<file path="config.mk">
export PLATFORM = sky130hd
export DESIGN_NAME = rsas_ctrl
export DESIGN_NICKNAME = d
export VERILOG_FILES = /design/src/rtl/rsas_pkg.sv /design/src/rtl/rsas_ctrl.sv
export SDC_FILE = /design/constraint.sdc
export NUM_CORES = 1
export LEC_CHECK = 0
export ABC_AREA = 1
export BUFFER_PORTS_ARGS = -buffer_cell sky130_fd_sc_hd__buf_2
export CORE_ASPECT_RATIO = 0.5
export CORE_MARGIN = 4
export CORE_UTILIZATION = 40
export DETAILED_ROUTE_END_ITERATION = 8
export PLACE_DENSITY = 0.6
export SYNTH_ARGS = -nofsm -noshare
export SYNTH_HDL_FRONTEND = slang
export SYNTH_SLANG_ARGS = --single-unit
</file>
<file path="constraint.sdc">
create_clock -name i_clk -period 3.95 [get_ports i_clk]
set_input_delay 0.1975 -clock i_clk [delete_from_list [all_inputs] [get_ports i_clk]]
set_output_delay 0.1975 -clock i_clk [all_outputs]
set_load 0.05 [all_outputs]
</file>
<file path="src/rtl/rsas_pkg.sv">
`timescale 1ns / 1ps
`default_nettype none

package rsas_pkg;

    localparam int DEPTH = 1024;
    localparam int AW    = $clog2(DEPTH);
    localparam int DW    = 32;
    localparam int LENW  = 11;

    localparam logic OP_WRITE  = 1'b0;
    localparam logic OP_SEARCH = 1'b1;

    typedef struct packed {
        logic          we;
        logic [AW-1:0] addr;
        logic [DW-1:0] wdata;
    } t_mem_req;

    typedef struct packed {
        logic          found;
        logic [AW-1:0] index;
    } t_result;

endpackage

`default_nettype wire

</file>
<file path="src/rtl/rsas_ctrl.sv">
`timescale 1ns / 1ps
`default_nettype none

module rsas_ctrl
    import rsas_pkg::*;
(
    input  wire logic            i_clk,
    input  wire logic            i_rst_n,
    input  wire logic            i_in_valid,
    output logic                 o_in_ready,
    input  wire logic            i_opcode,
    input  wire logic [AW-1:0]   i_entry_index,
    input  wire logic [DW-1:0]   i_entry_value,
    input  wire logic [DW-1:0]   i_target,
    input  wire logic [LENW-1:0] i_length,
    output t_mem_req             o_mem_req,
    input  wire logic [DW-1:0]   i_rd_data,
    output logic                 o_res_valid,
    output t_result              o_res,
    input  wire logic            i_res_ready
);

    localparam logic [2:0] S_IDLE = 3'd0;
    localparam logic [2:0] S_MID  = 3'd1;
    localparam logic [2:0] S_LO   = 3'd2;
    localparam logic [2:0] S_HI   = 3'd3;
    localparam logic [2:0] S_EVAL = 3'd4;
    localparam logic [2:0] S_LAST = 3'd5;
    localparam logic [2:0] S_CHK  = 3'd6;
    localparam logic [2:0] S_DONE = 3'd7;

    logic [2:0]            r_state, n_state;
    logic [AW-1:0]         r_lo, n_lo;
    logic [AW-1:0]         r_hi, n_hi;
    logic [AW-1:0]         r_mid, n_mid;
    logic signed [DW-1:0]  r_tgt, n_tgt;
    logic signed [DW-1:0]  r_vmid, n_vmid;
    logic signed [DW-1:0]  r_vlo, n_vlo;
    t_result               r_res, n_res;

    logic                  w_accept;
    logic [LENW-1:0]       w_len;
    logic [AW:0]           w_sum;
    logic [AW-1:0]         w_mid;
    logic signed [DW-1:0]  w_vhi;
    logic [AW-1:0]         w_new_lo;
    logic [AW-1:0]         w_new_hi;

    assign o_in_ready = (r_state == S_IDLE);
    assign w_accept   = i_in_valid && o_in_ready;
    // saturate the searched length to the array depth
    assign w_len      = (i_length > LENW'(DEPTH)) ? LENW'(DEPTH) : i_length;
    assign w_sum      = {1'b0, r_lo} + {1'b0, r_hi};
    assign w_mid      = w_sum[AW:1];
    assign w_vhi      = i_rd_data;

    // narrow toward the half that can hold the target
    always_comb begin
        w_new_lo = r_lo;
        w_new_hi = r_hi;
        if (r_vlo <= r_vmid) begin
            if (r_tgt >= r_vlo && r_tgt < r_vmid) begin
                w_new_hi = r_mid - AW'(1);
            end else begin
                w_new_lo = r_mid + AW'(1);
            end
        end else begin
            if (r_tgt > r_vmid && r_tgt <= w_vhi) begin
                w_new_lo = r_mid + AW'(1);
            end else begin
                w_new_hi = r_mid - AW'(1);
            end
        end
    end

    always_comb begin
        n_state = r_state;
        n_lo    = r_lo;
        n_hi    = r_hi;
        n_mid   = r_mid;
        n_tgt   = r_tgt;
        n_vmid  = r_vmid;
        n_vlo   = r_vlo;
        n_res   = r_res;
        o_mem_req.we    = 1'b0;
        o_mem_req.addr  = r_lo;
        o_mem_req.wdata = i_entry_value;
        case (r_state)
            S_IDLE: begin
                o_mem_req.addr = i_entry_index;
                if (w_accept) begin
                    if (i_opcode == OP_WRITE) begin
                        o_mem_req.we = 1'b1;
                    end else begin
                        n_tgt = i_target;
                        n_lo  = '0;
                        n_hi  = AW'(w_len - LENW'(1));
                        if (w_len == '0) begin
                            n_res   = '0;
                            n_state = S_DONE;
                        end else if (w_len == LENW'(1)) begin
                            n_state = S_LAST;
                        end else begin
                            n_state = S_MID;
                        end
                    end
                end
            end
            S_MID: begin
                o_mem_req.addr = w_mid;
                n_mid          = w_mid;
                n_state        = S_LO;
            end
            S_LO: begin
                o_mem_req.addr = r_lo;
                n_vmid         = i_rd_data;
                n_state        = S_HI;
            end
            S_HI: begin
                o_mem_req.addr = r_hi;
                n_vlo          = i_rd_data;
                n_state        = S_EVAL;
            end
            S_EVAL: begin
                if (r_vmid == r_tgt) begin
                    n_res.found = 1'b1;
                    n_res.index = r_mid;
                    n_state     = S_DONE;
                end else begin
                    n_lo    = w_new_lo;
                    n_hi    = w_new_hi;
                    n_state = (w_new_lo < w_new_hi) ? S_MID : S_LAST;
                end
            end
            S_LAST: begin
                o_mem_req.addr = r_lo;
                n_state        = S_CHK;
            end
            S_CHK: begin
                n_res.found = ($signed(i_rd_data) == r_tgt);
                n_res.index = ($signed(i_rd_data) == r_tgt) ? r_lo : '0;
                n_state     = S_DONE;
            end
            S_DONE: begin
                if (i_res_ready) begin
                    n_state = S_IDLE;
                end
            end
            default: begin
                n_state = S_IDLE;
            end
        endcase
    end

    always_ff @(posedge i_clk) begin
        if (!i_rst_n) begin
            r_state <= S_IDLE;
            r_lo    <= '0;
            r_hi    <= '0;
        end else begin
            r_state <= n_state;
            r_lo    <= n_lo;
            r_hi    <= n_hi;
        end
    end

    always_ff @(posedge i_clk) begin
        r_mid  <= n_mid;
        r_tgt  <= n_tgt;
        r_vmid <= n_vmid;
        r_vlo  <= n_vlo;
        r_res  <= n_res;
    end

    assign o_res_valid = (r_state == S_DONE);
    assign o_res       = r_res;

endmodule

`default_nettype wire

</file>
==> flow_metrics.env, run 1 <==
export IMPL_vias_per_cell=5.16
export IMPL_wire_per_inst_um=16.8
export IMPL_clock_tree_htree_level_count=4
export IMPL_detailed_place_hpwl_um=20600
export IMPL_hold_path_end="r_vmid[30]"
export IMPL_sw_frac_of_total=0.443
export IMPL_report_final_setup_viol=0
export IMPL_total_leakage_power_nw=5.78
export IMPL_power_share_clock=0.196
export IMPL_detail_route_drc_violations=0
export IMPL_yosys_cell_count_top_type="sky130_fd_sc_hd__nand2_1"
export IMPL_internal_power_mw=4.46
export IMPL_tritoncts_num_sinks=140
export IMPL_io_pins=178
export IMPL_fin_worst_hold_slack_ns=0.0298
export IMPL_global_route_wire_length_before_repair_um=44500
export IMPL_crit_path_frequent_cell="sky130_fd_sc_hd__nand2_1"
export IMPL_synth_edff_count=117
export IMPL_cell_row_count=40
export IMPL_number_of_antenna_violations_at_the_first_check_in_global_routing=0
export IMPL_clk_path_buf_depth=2
export IMPL_setup_tns_ns=0
export IMPL_area_of_the_core_mm2=0.0244
export IMPL_drt_iter0_markers=615
export IMPL_globalRouteTotalUtil=0.201
export IMPL_clock_insertion_delay_worst_skew_ns=0.44
export IMPL_min_period_over_period=0.979
export IMPL_ctsRootBufferMaster="sky130_fd_sc_hd__clkbuf_16"
export IMPL_fillers=2294
export IMPL_synth_top_cell_area_share=0.348
export IMPL_terminus_of_the_critical_flop_to_flop_path="r_state[2]"
export IMPL_status="finished clean"
export IMPL_min_delay_worst_type="input port to flop"
export IMPL_synth_async_sr_flop_share=0
export IMPL_timing_reg2reg_worst_path_depth=24
export IMPL_crit_path_top_delay_cell="sky130_fd_sc_hd__edfxtp_1"
export IMPL_hold_viol=0
export IMPL_timing_hold_worst_start="i_rd_data[30]"
export IMPL_floorplan_initialDensity=0.414
export IMPL_mapped_avg_cell_area_um2=8.86
export IMPL_netSwitchingPower_mw=3.55
export IMPL_cp_top_family="simple AND/OR/NAND/NOR gates"
export IMPL_fmax_mhz=259
export IMPL_seqPwrFrac=0.277
export IMPL_yosysTopAreaCell="sky130_fd_sc_hd__edfxtp_1"
export IMPL_die_height_um=120
export IMPL_drt_antenna_violating_nets=0
export IMPL_path_max_fanout=4
export IMPL_postLayoutCoreUtil=0.525
export IMPL_route_vias_total=8662
export IMPL_clock_tree_from_tritoncts="done"
export IMPL_grt_max_degree=33
export IMPL_worst_clk_skew_ns=0.00989
export IMPL_final_nets=1605
export IMPL_syn2layout_area_growth_pct=26.8
export IMPL_routed_wirelength_um=28200
export IMPL_stdcell_area_mm2=0.0128
export IMPL_holdPathStages=1
export IMPL_crit_path_cell_trace="buf_6 > ha_4 > nand2_2 > nor2_2 > nand2_2 > nor4_4 > buf_4 > nand4_1 > nand3_2 > nand2_4 > nand2_4 > inv_2 > nand2_1 > o21ai_2 > a211oi_4 > ha_4 > a21oi_4 > nor2_4 > a211oi_2 > o221ai_2 > nor3_2 > nand2_1 > nand2_1 > a21oi_2"
export IMPL_rr_startpoint="r_tgt[31]"
export IMPL_total_power_mw=8.01
export IMPL_timing_critical_path_buf_inv=3
export IMPL_ys_flop_type="sky130_fd_sc_hd__edfxtp_1"
export IMPL_ys_seq_elements=140
export IMPL_final_global_route_overflow_total=0
export IMPL_diodes=0
export IMPL_postPlaceCellArea_mm2=0.0109
export IMPL_reg2reg_slack_ns=0.08
export IMPL_cellPowerDensity_mw_per_mm2=625
export IMPL_worstSetupEndpointType="flop"
export IMPL_worstSetupPathType="flop to flop"
export IMPL_fp_dieW_um=233
export IMPL_worst_ep_required_time_ns=4.27
export IMPL_number_of_global_route_vias_before_repair=8699
export IMPL_yosysSeqAreaShare=0.393
export IMPL_rsz0062_at_grt="true"
export IMPL_netlist_cell_type_count=54
export IMPL_slew_headroom=0.560
export IMPL_layout_drive_gt1_share=0.211
export IMPL_timing_max_cap_violations=0
export IMPL_synth_yosys_warnings=0
export IMPL_port_buffer_count=113
export IMPL_power_combinational_fraction=0.527
export IMPL_layout_min_cycle_time_ns=3.87
export IMPL_worst_max_slew_pin_slew_ns=0.657
export IMPL_yosys_top_cells_count="208 x sky130_fd_sc_hd__nand2_1, 190 x sky130_fd_sc_hd__inv_1, 151 x sky130_fd_sc_hd__ha_1"
export IMPL_combined_area_of_all_synthesized_cells_mm2=0.0101
export IMPL_die_area_mm2=0.0280
export IMPL_worst_path_largest_cell_delay_ns=0.46
export IMPL_max_vdd_drop_uv=354
export IMPL_startpoint_type="flop"
export IMPL_cts_reportedPaths_clkPinSlew_ns=0.06
export IMPL_netlist_top_cells_area="sky130_fd_sc_hd__edfxtp_1 35%, sky130_fd_sc_hd__ha_1 19%, sky130_fd_sc_hd__nand2_1 7.7%"
export IMPL_globalplace_congestion=0.920
export IMPL_cts_inserted_buffers=17
export IMPL_synth_cells=1140
export IMPL_drt_pre_antenna_iters=6
export IMPL_cp_arrival_ns=4.19
export IMPL_slew_viol_final=0
export IMPL_syn_nets=1414
## stage by stage
step,cells,setup WS (ns)
6_report,1680,0.0815
5_1_grt,1680,-0.152
4_1_cts,1647,0.0536
3_5_place_dp,1552,-0.221
3_3_place_gp,1552,-0.0593
2_1_floorplan,1140,0.543
## cell type report
cell class	count	area, um2	share of cell area
clock buffers	25	465	0.0363
clock inverters	7	91.3	0.00713
inverters	199	769	0.0601
multi-input cells	754	5550	0.433
flip-flops and latches	140	3970	0.310
well taps	336	420	0.0328
repair buffers	218	1530	0.120
repair inverters	1	8.76	0.000684
## layout by cell type, fill, tap and decap left out, drive strengths merged, types with 15 or more instances in the layout
master,n
a21oi,104
buf,155
clkbuf,25
dfxtp,23
dlygate4sd3,63
edfxtp,117
ha,151
inv,198
nand2,213
nand3,29
nand4,22
nor2,74
nor3,15
o21ai,31
o22ai,22
xor2,21
## repair_timing
action                                  CTS  global route
pin swaps                                 0            55
resized for setup                         6            85
endpoints found under the hold margin    94             0
buffers inserted                          0            33
hold buffers                             63             0
gates cloned                              0             1
endpoints found under the setup margin    1             1
## logic make-up after synthesis
group                    after synthesis  synth area share
AND/OR/NAND/NOR                      367             0.161
flip-flops                           140             0.393
AO/OA/AOI/OAI                        207             0.126
buffers and inverters                246             0.106
XOR/XNOR                              27            0.0234
multiplexers                           1          0.000991
adder cells (fa/ha/maj)              152             0.189
## flip-flops by register name (all words and copies together) (netlist names)
name / flops
r_state: 3
r_hi: 10
r_tgt: 32
r_vlo: 32
r_vmid: 32
r_lo: 10
o_res: 11
r_mid: 10
## per-layer routing
| layer | global-route usage | part of all wire |
|---|---|---|
| met5 | 0 | 0 |
| met4 | 0.0623 | 0.019 |
| met3 | 0.0438 | 0.052 |
| met2 | 0.343 | 0.49 |
| met1 | 0.256 | 0.44 |
## power by group through the flow
stage,Combinational [mW],Sequential (mW),Clock [mW]
after CTS,3.50,2.21,1.59
after floorplan,2.54,2.26,0
after global routing,4.65,2.25,1.65
after global placement,3.33,2.23,0
final,4.22,2.22,1.57
after detailed placement,3.41,2.24,0
## worst max path at each step
| stage | from | endpoint | slack [ns] | cells after the start |
|---|---|---|---|---|
| after floorplan | r_state[1] | r_hi[9] | 0.54 | 10 |
| after global placement | r_tgt[7] | r_state[2] | -0.06 | 20 |
| after detailed placement | r_tgt[7] | r_state[2] | -0.22 | 20 |
| after CTS | r_tgt[31] | r_state[2] | 0.05 | 24 |
| after global routing | r_tgt[31] | r_state[2] | -0.15 | 24 |
| final | r_tgt[31] | r_state[2] | 0.08 | 24 |
Power figures use the tool's default switching activity.
==> inputs of run 2 (changes only) <==
- clock period: 3.95 -> 3.8 ns (I/O delays scaled with it)
==> run 2 against run 1 <==
Sequential power increased by 4%. Clock skew down 0.0014 ns. Wire length is 0.49% lower. Non-clock buffer count grew 2. Critical path depth shrank 1. Global-route usage decreased by 0.11 points. Register-to-register slack got worse by 0.05 ns.
==> flow_metrics.env, run 2 (synthesized netlist as in run 1, its figures left out) <==
export IMPL_status="finished clean"
export IMPL_cp_arrival_ns=4.09
export IMPL_terminus_of_the_critical_flop_to_flop_path="r_state[2]"
export IMPL_met2_capacity_usage_during_global_routing=0.336
export IMPL_reg2reg_slack_ns=0.03
export IMPL_slew_headroom=0.401
export IMPL_worst_max_slew_pin_slew_ns=0.896
export IMPL_worst_ep_required_time_ns=4.12
export IMPL_final_nets=1608
export IMPL_routed_wirelength_um=28100
export IMPL_layout_min_cycle_time_ns=3.77
export IMPL_layout_commonest_cell="sky130_fd_sc_hd__nand2_1"
export IMPL_min_period_over_period=0.991
export IMPL_report_final_setup_viol=0
export IMPL_clock_tree_from_tritoncts="done"
export IMPL_detail_route_drc_violations=0
export IMPL_worst_clk_skew_ns=0.00854
export IMPL_worstSetupEndpointType="flop"
export IMPL_timing_hold_worst_start="i_rst_n"
export IMPL_route_vias_total=8585
export IMPL_rsz0062_at_grt="true"
export IMPL_startpoint_type="flop"
export IMPL_timing_max_cap_violations=0
export IMPL_max_vdd_drop_uv=352
export IMPL_clock_insertion_delay_worst_skew_ns=0.44
export IMPL_drt_iter0_markers=483
export IMPL_area_of_the_core_mm2=0.0244
export IMPL_die_height_um=120
export IMPL_fin_worst_hold_slack_ns=0.0359
export IMPL_total_power_mw=8.16
export IMPL_worstSetupPathType="flop to flop"
export IMPL_path_max_fanout=11
export IMPL_grt_max_degree=33
export IMPL_drt_antenna_violating_nets=0
export IMPL_die_area_mm2=0.0280
export IMPL_number_of_antenna_violations_at_the_first_check_in_global_routing=0
export IMPL_detailed_place_hpwl_um=20700
export IMPL_tritoncts_num_sinks=140
export IMPL_diodes=0
export IMPL_largest_registers="r_tgt: 32 flops, r_vlo: 32 flops, r_vmid: 32 flops"
export IMPL_syn2layout_area_growth_pct=27.0
export IMPL_holdPathStages=2
export IMPL_drt_pre_antenna_iters=8
export IMPL_hold_viol=0
export IMPL_final_global_route_overflow_total=0
export IMPL_cts_reportedPaths_clkPinSlew_ns=0.06
export IMPL_clock_tree_htree_level_count=4
export IMPL_io_pins=178
export IMPL_cellPowerDensity_mw_per_mm2=636
export IMPL_slew_viol_final=0
export IMPL_cts_inserted_buffers=17
export IMPL_fp_dieW_um=233
export IMPL_port_buffer_count=113
export IMPL_globalRouteTotalUtil=0.200
export IMPL_hold_path_end="r_hi[9]"
export IMPL_vias_per_cell=5.10
export IMPL_grtUsageMet1=0.251
export IMPL_rr_startpoint="r_tgt[29]"
export IMPL_layout_drive_gt1_share=0.221
export IMPL_cell_row_count=40
export IMPL_ctsRootBufferMaster="sky130_fd_sc_hd__clkbuf_16"
export IMPL_min_delay_worst_type="input port to flop"
export IMPL_total_leakage_power_nw=5.77
export IMPL_number_of_global_route_vias_before_repair=8684
export IMPL_globalplace_congestion=0.861
export IMPL_fmax_mhz=266
export IMPL_wire_per_inst_um=16.7
export IMPL_groute_layer_met3_usage=0.0428
export IMPL_clk_path_buf_depth=2
export IMPL_grt_busiest_layer="met2"
export IMPL_timing_reg2reg_worst_path_depth=23
export IMPL_most_common_layout_cells="194 x sky130_fd_sc_hd__nand2_1, 185 x sky130_fd_sc_hd__inv_1, 137 x sky130_fd_sc_hd__ha_1"
export IMPL_global_route_wire_length_before_repair_um=44000
export IMPL_floorplan_initialDensity=0.414
## run 2: routing by layer
layer / vias to the layer above / wire length (um) / share of wire
met3: 59 / 1230 / 0.044
met1: 4095 / 12900 / 0.46
met4: 0 / 649 / 0.023
met2: 171 / 13400 / 0.48
met5: - / 0 / 0
li1: 4260 / - / -
## run 2: worst max-delay path by stage
stage,from,endpoint,slack (ns)
finish,r_tgt[29],r_state[2],0.03
floorplan,r_state[1],r_hi[9],0.39
detailed placement,r_tgt[31],r_state[2],-0.17
global route,r_tgt[31],r_state[2],-0.19
CTS,r_tgt[31],r_state[2],0.005
global placement,r_tgt[31],r_state[2],-0.02
## run 2: area by class of cell
class	count	area, um2
clock buffers	19	433
flip-flops and latches	140	3970
well taps	336	420
inverters	199	767
repair inverters	1	6.26
repair buffers	220	1550
clock inverters	13	121
multi-input cells	755	5560
fillers	2264	11600
## run 2: per-stage QoR
step	instance area (um2)	std cells	setup slack, ns	utilization	setup TNS, ns
final	12800	1683	0.0341	0.525	0
after CTS	12200	1657	0.00537	0.500	0
after floorplan	10100	1140	0.393	-	0
after global placement	10900	1560	-0.0236	0.447	-0.0236
after global routing	12800	1683	-0.192	0.525	-0.192
after detailed placement	10900	1560	-0.167	0.447	-0.167
## run 2: worst max-delay path, stage by stage, from the launching register on
cell	delay, ns
sky130_fd_sc_hd__edfxtp_1	0.52
sky130_fd_sc_hd__ha_4	0.34
sky130_fd_sc_hd__nand2_2	0.06
sky130_fd_sc_hd__nor2_4	0.11
sky130_fd_sc_hd__nand2_2	0.09
sky130_fd_sc_hd__nor4_4	0.27
sky130_fd_sc_hd__buf_4	0.16
sky130_fd_sc_hd__nand4_1	0.12
sky130_fd_sc_hd__nand3_4	0.16
sky130_fd_sc_hd__nand2_4	0.10
sky130_fd_sc_hd__nand2_4	0.10
sky130_fd_sc_hd__buf_8	0.15
sky130_fd_sc_hd__a21oi_2	0.06
sky130_fd_sc_hd__nor2_1	0.12
sky130_fd_sc_hd__inv_2	0.05
sky130_fd_sc_hd__ha_1	0.29
sky130_fd_sc_hd__a21oi_2	0.16
sky130_fd_sc_hd__nor2_2	0.06
sky130_fd_sc_hd__a211oi_2	0.24
sky130_fd_sc_hd__o221ai_2	0.15
sky130_fd_sc_hd__nor3_2	0.16
sky130_fd_sc_hd__nand2_1	0.06
sky130_fd_sc_hd__nand2_1	0.07
sky130_fd_sc_hd__a21oi_2	0.05
## run 2: report_power, final
| part | switching (mW) | internal, mW |
|---|---|---|
| Clock | 0.686 | 0.901 |
| Sequential | 0.241 | 2.06 |
| Combinational | 2.73 | 1.54 |
## run 2: what timing repair did
action | in CTS | in global routing
gates resized for setup | 15 | 88
setup endpoints to repair | 1 | 3
endpoints found under the hold margin | 96 | 0
hold buffers | 64 | 0
cloned | 0 | 2
setup buffers | 1 | 24
pin swaps | 3 | 60
==> inputs of run 3 (changes only) <==
- BUFFER_PORTS_ARGS: -buffer_cell sky130_fd_sc_hd__buf_2 -> -buffer_cell sky130_fd_sc_hd__buf_4
==> run 3 against run 2 <==
Sequential cell count stayed put. Combinational power is 8.0% lower. Fmax is 2.0% higher. Wire length is 3.0% lower. Clock skew is 0.00078 ns lower. Largest power group unchanged. Via count is 2.5% lower. Highest routed layer unchanged.
==> flow_metrics.env, run 3 (synthesized netlist as in run 1, its figures left out) <==
export IMPL_met1Wirelength_um=12500
export IMPL_cts_reportedPaths_clkPinSlew_ns=0.06
export IMPL_cellPowerDensity_mw_per_mm2=636
export IMPL_cp_top_family="simple AND/OR/NAND/NOR gates"
export IMPL_drt_antenna_violating_nets=0
export IMPL_worst_path_largest_cell_delay_ns=0.54
export IMPL_port_buffer_count=113
export IMPL_number_of_antenna_violations_at_the_first_check_in_global_routing=0
export IMPL_io_pins=178
export IMPL_final_global_route_overflow_total=0
export IMPL_dp_slack_ns=-0.109
export IMPL_drt_iter0_markers=453
export IMPL_report_final_setup_viol=0
export IMPL_globalplace_congestion=0.852
export IMPL_layout_drive_gt1_share=0.167
export IMPL_cell_row_count=40
export IMPL_slew_headroom=0.316
export IMPL_worstSetupPathType="input port to flop"
export IMPL_layout_commonest_cell="sky130_fd_sc_hd__nand2_1"
export IMPL_dr_wl_met3_um=1290
export IMPL_worst_max_slew_pin_slew_ns=1.02
export IMPL_total_leakage_power_nw=5.78
export IMPL_area_of_the_core_mm2=0.0244
export IMPL_die_area_mm2=0.0280
export IMPL_vias_per_cell=5.03
export IMPL_diodes=0
export IMPL_worst_setup_path_endpoint="r_state[2]"
export IMPL_die_height_um=120
export IMPL_worstSetupEndpointType="flop"
export IMPL_worst_ep_required_time_ns=4.12
export IMPL_grt_max_degree=33
export IMPL_syn2layout_area_growth_pct=26.0
export IMPL_terminus_of_the_critical_flop_to_flop_path="r_state[2]"
export IMPL_drt_pre_antenna_iters=7
export IMPL_slew_viol_final=0
export IMPL_final_nets=1587
export IMPL_ctsRootBufferMaster="sky130_fd_sc_hd__clkbuf_16"
export IMPL_rsz0062_at_grt="true"
export IMPL_floorplan_initialDensity=0.414
export IMPL_global_route_wire_length_before_repair_um=43300
export IMPL_reg2reg_slack_ns=0.12
export IMPL_route_vias_total=8368
export IMPL_crit_path_frequent_cell="sky130_fd_sc_hd__nand2_1"
export IMPL_detailed_place_hpwl_um=20800
export IMPL_clk_path_buf_depth=2
export IMPL_tritoncts_num_sinks=140
export IMPL_postLayoutCoreUtil=0.521
export IMPL_wire_per_inst_um=16.4
export IMPL_min_period_over_period=0.971
export IMPL_timing_reg2reg_worst_path_depth=24
export IMPL_most_common_layout_cells="205 x sky130_fd_sc_hd__nand2_1, 190 x sky130_fd_sc_hd__inv_1, 147 x sky130_fd_sc_hd__ha_1"
export IMPL_globalRouteTotalUtil=0.198
export IMPL_crit_path_top_delay_cell="sky130_fd_sc_hd__dlygate4sd3_1"
export IMPL_number_of_global_route_vias_before_repair=8463
export IMPL_topRoutingLayerUsed="met4"
export IMPL_detail_route_drc_violations=0
export IMPL_timing_max_cap_violations=0
export IMPL_status="finished clean"
export IMPL_critical_path_depth_in_cells=27
export IMPL_fmax_mhz=271
export IMPL_startpoint_type="input port"
export IMPL_hold_viol=0
export IMPL_fp_dieW_um=233
export IMPL_setup_tns_ns=0
export IMPL_cp_arrival_ns=4.01
export IMPL_path_max_fanout=14
export IMPL_largest_registers="r_tgt: 32 flops, r_vlo: 32 flops, r_vmid: 32 flops"
export IMPL_max_vdd_drop_uv=373
export IMPL_layout_min_cycle_time_ns=3.69
export IMPL_finalWorstSetupSlack_ns=0.109
export IMPL_rr_startpoint="r_tgt[15]"
export IMPL_clock_tree_htree_level_count=4
export IMPL_timing_critical_path_buf_inv=5
export IMPL_cts_inserted_buffers=17
export IMPL_routed_wirelength_um=27300
export IMPL_min_delay_worst_type="input port to flop"
export IMPL_clock_tree_from_tritoncts="done"
export IMPL_clock_insertion_delay_worst_skew_ns=0.44
export IMPL_critical_path_startpoint="i_rd_data[15]"
export IMPL_total_power_mw=8.09
export IMPL_worst_clk_skew_ns=0.00775
export IMPL_met2WireLength_um=13000
## run 3: cell types whose count changed in the layout (fill, tap and decap cells not counted), sizes merged
cell	change
clkinvlp	-3
clkinv	-1
nand2	-1
bufinv	+5
buf	-18
inv	-2
clkbuf	-1
## run 3: layout make-up
type                            instances  area (um2)
Multi-Input combinational cell        754        5220
Timing Repair Buffer                  201        1690
Tap cell                              336         420
Clock buffer                           19         433
Sequential cell                       140        3970
Fill cell                            2297       11700
Clock inverter                         13         220
Inverter                              199         759
## run 3: metrics by stage
stage | instance area (um2) | hold WS (ns) | cells
floorplan | 10100 | 0.289 | 1140
global placement | 11200 | 0.369 | 1558
detailed placement | 11200 | 0.369 | 1558
CTS | 12600 | 0.00416 | 1660
global route | 12700 | 0.00769 | 1662
finish | 12700 | 0.0261 | 1662
## run 3: worst min path at each step
stage                      start         to  slack, ns  depth (start not counted)
floorplan            i_target[0]   r_tgt[0]       0.29                          0
global placement    i_target[18]  r_tgt[18]       0.37                          1
detailed placement  i_target[17]  r_tgt[17]       0.37                          1
CTS                      i_rst_n    r_hi[9]      0.004                          2
global route             i_rst_n    r_hi[9]      0.008                          2
finish                   i_rst_n    r_hi[9]       0.03                          2
## run 3: power by group
| group | total (mW) | internal (mW) | switching (mW) |
|---|---|---|---|
| Clock | 1.88 | 1.22 | 0.653 |
| Combinational | 3.92 | 1.41 | 2.50 |
| Sequential | 2.30 | 2.06 | 0.237 |
## run 3: layer usage
layer,global-route usage,vias up
li1,-,4217
met4,0.0567,0
met2,0.335,179
met3,0.0450,47
met5,0,-
met1,0.254,3925
## run 3: worst register-to-register path, stage by stage (launching register included)
cell and delay [ns]:
sky130_fd_sc_hd__edfxtp_1 0.43, sky130_fd_sc_hd__ha_1 0.31, sky130_fd_sc_hd__nand2_1 0.21, sky130_fd_sc_hd__o21ai_0 0.20, sky130_fd_sc_hd__a21oi_1 0.25, sky130_fd_sc_hd__nand2_1 0.10
sky130_fd_sc_hd__nand2_1 0.08, sky130_fd_sc_hd__nand2_1 0.05, sky130_fd_sc_hd__nand2_1 0.10, sky130_fd_sc_hd__nand3_2 0.13, sky130_fd_sc_hd__nand2_4 0.16, sky130_fd_sc_hd__nor2_8 0.06
sky130_fd_sc_hd__inv_8 0.11, sky130_fd_sc_hd__a21oi_2 0.06, sky130_fd_sc_hd__nor2_1 0.12, sky130_fd_sc_hd__inv_2 0.05, sky130_fd_sc_hd__ha_1 0.30, sky130_fd_sc_hd__a21oi_1 0.16
sky130_fd_sc_hd__nor2_1 0.07, sky130_fd_sc_hd__a211oi_2 0.15, sky130_fd_sc_hd__o221ai_1 0.14, sky130_fd_sc_hd__nor3_1 0.16, sky130_fd_sc_hd__nand2_1 0.07, sky130_fd_sc_hd__nand2_1 0.05
sky130_fd_sc_hd__a21oi_1 0.05
## run 3: what timing repair did
action | in CTS | in global routing
endpoints found under the hold margin | 96 | 0
setup endpoints to repair | 1 | 1
hold buffers | 64 | 0
buffers inserted | 6 | 2
gates resized for setup | 13 | 14
pin swaps | 8 | 6
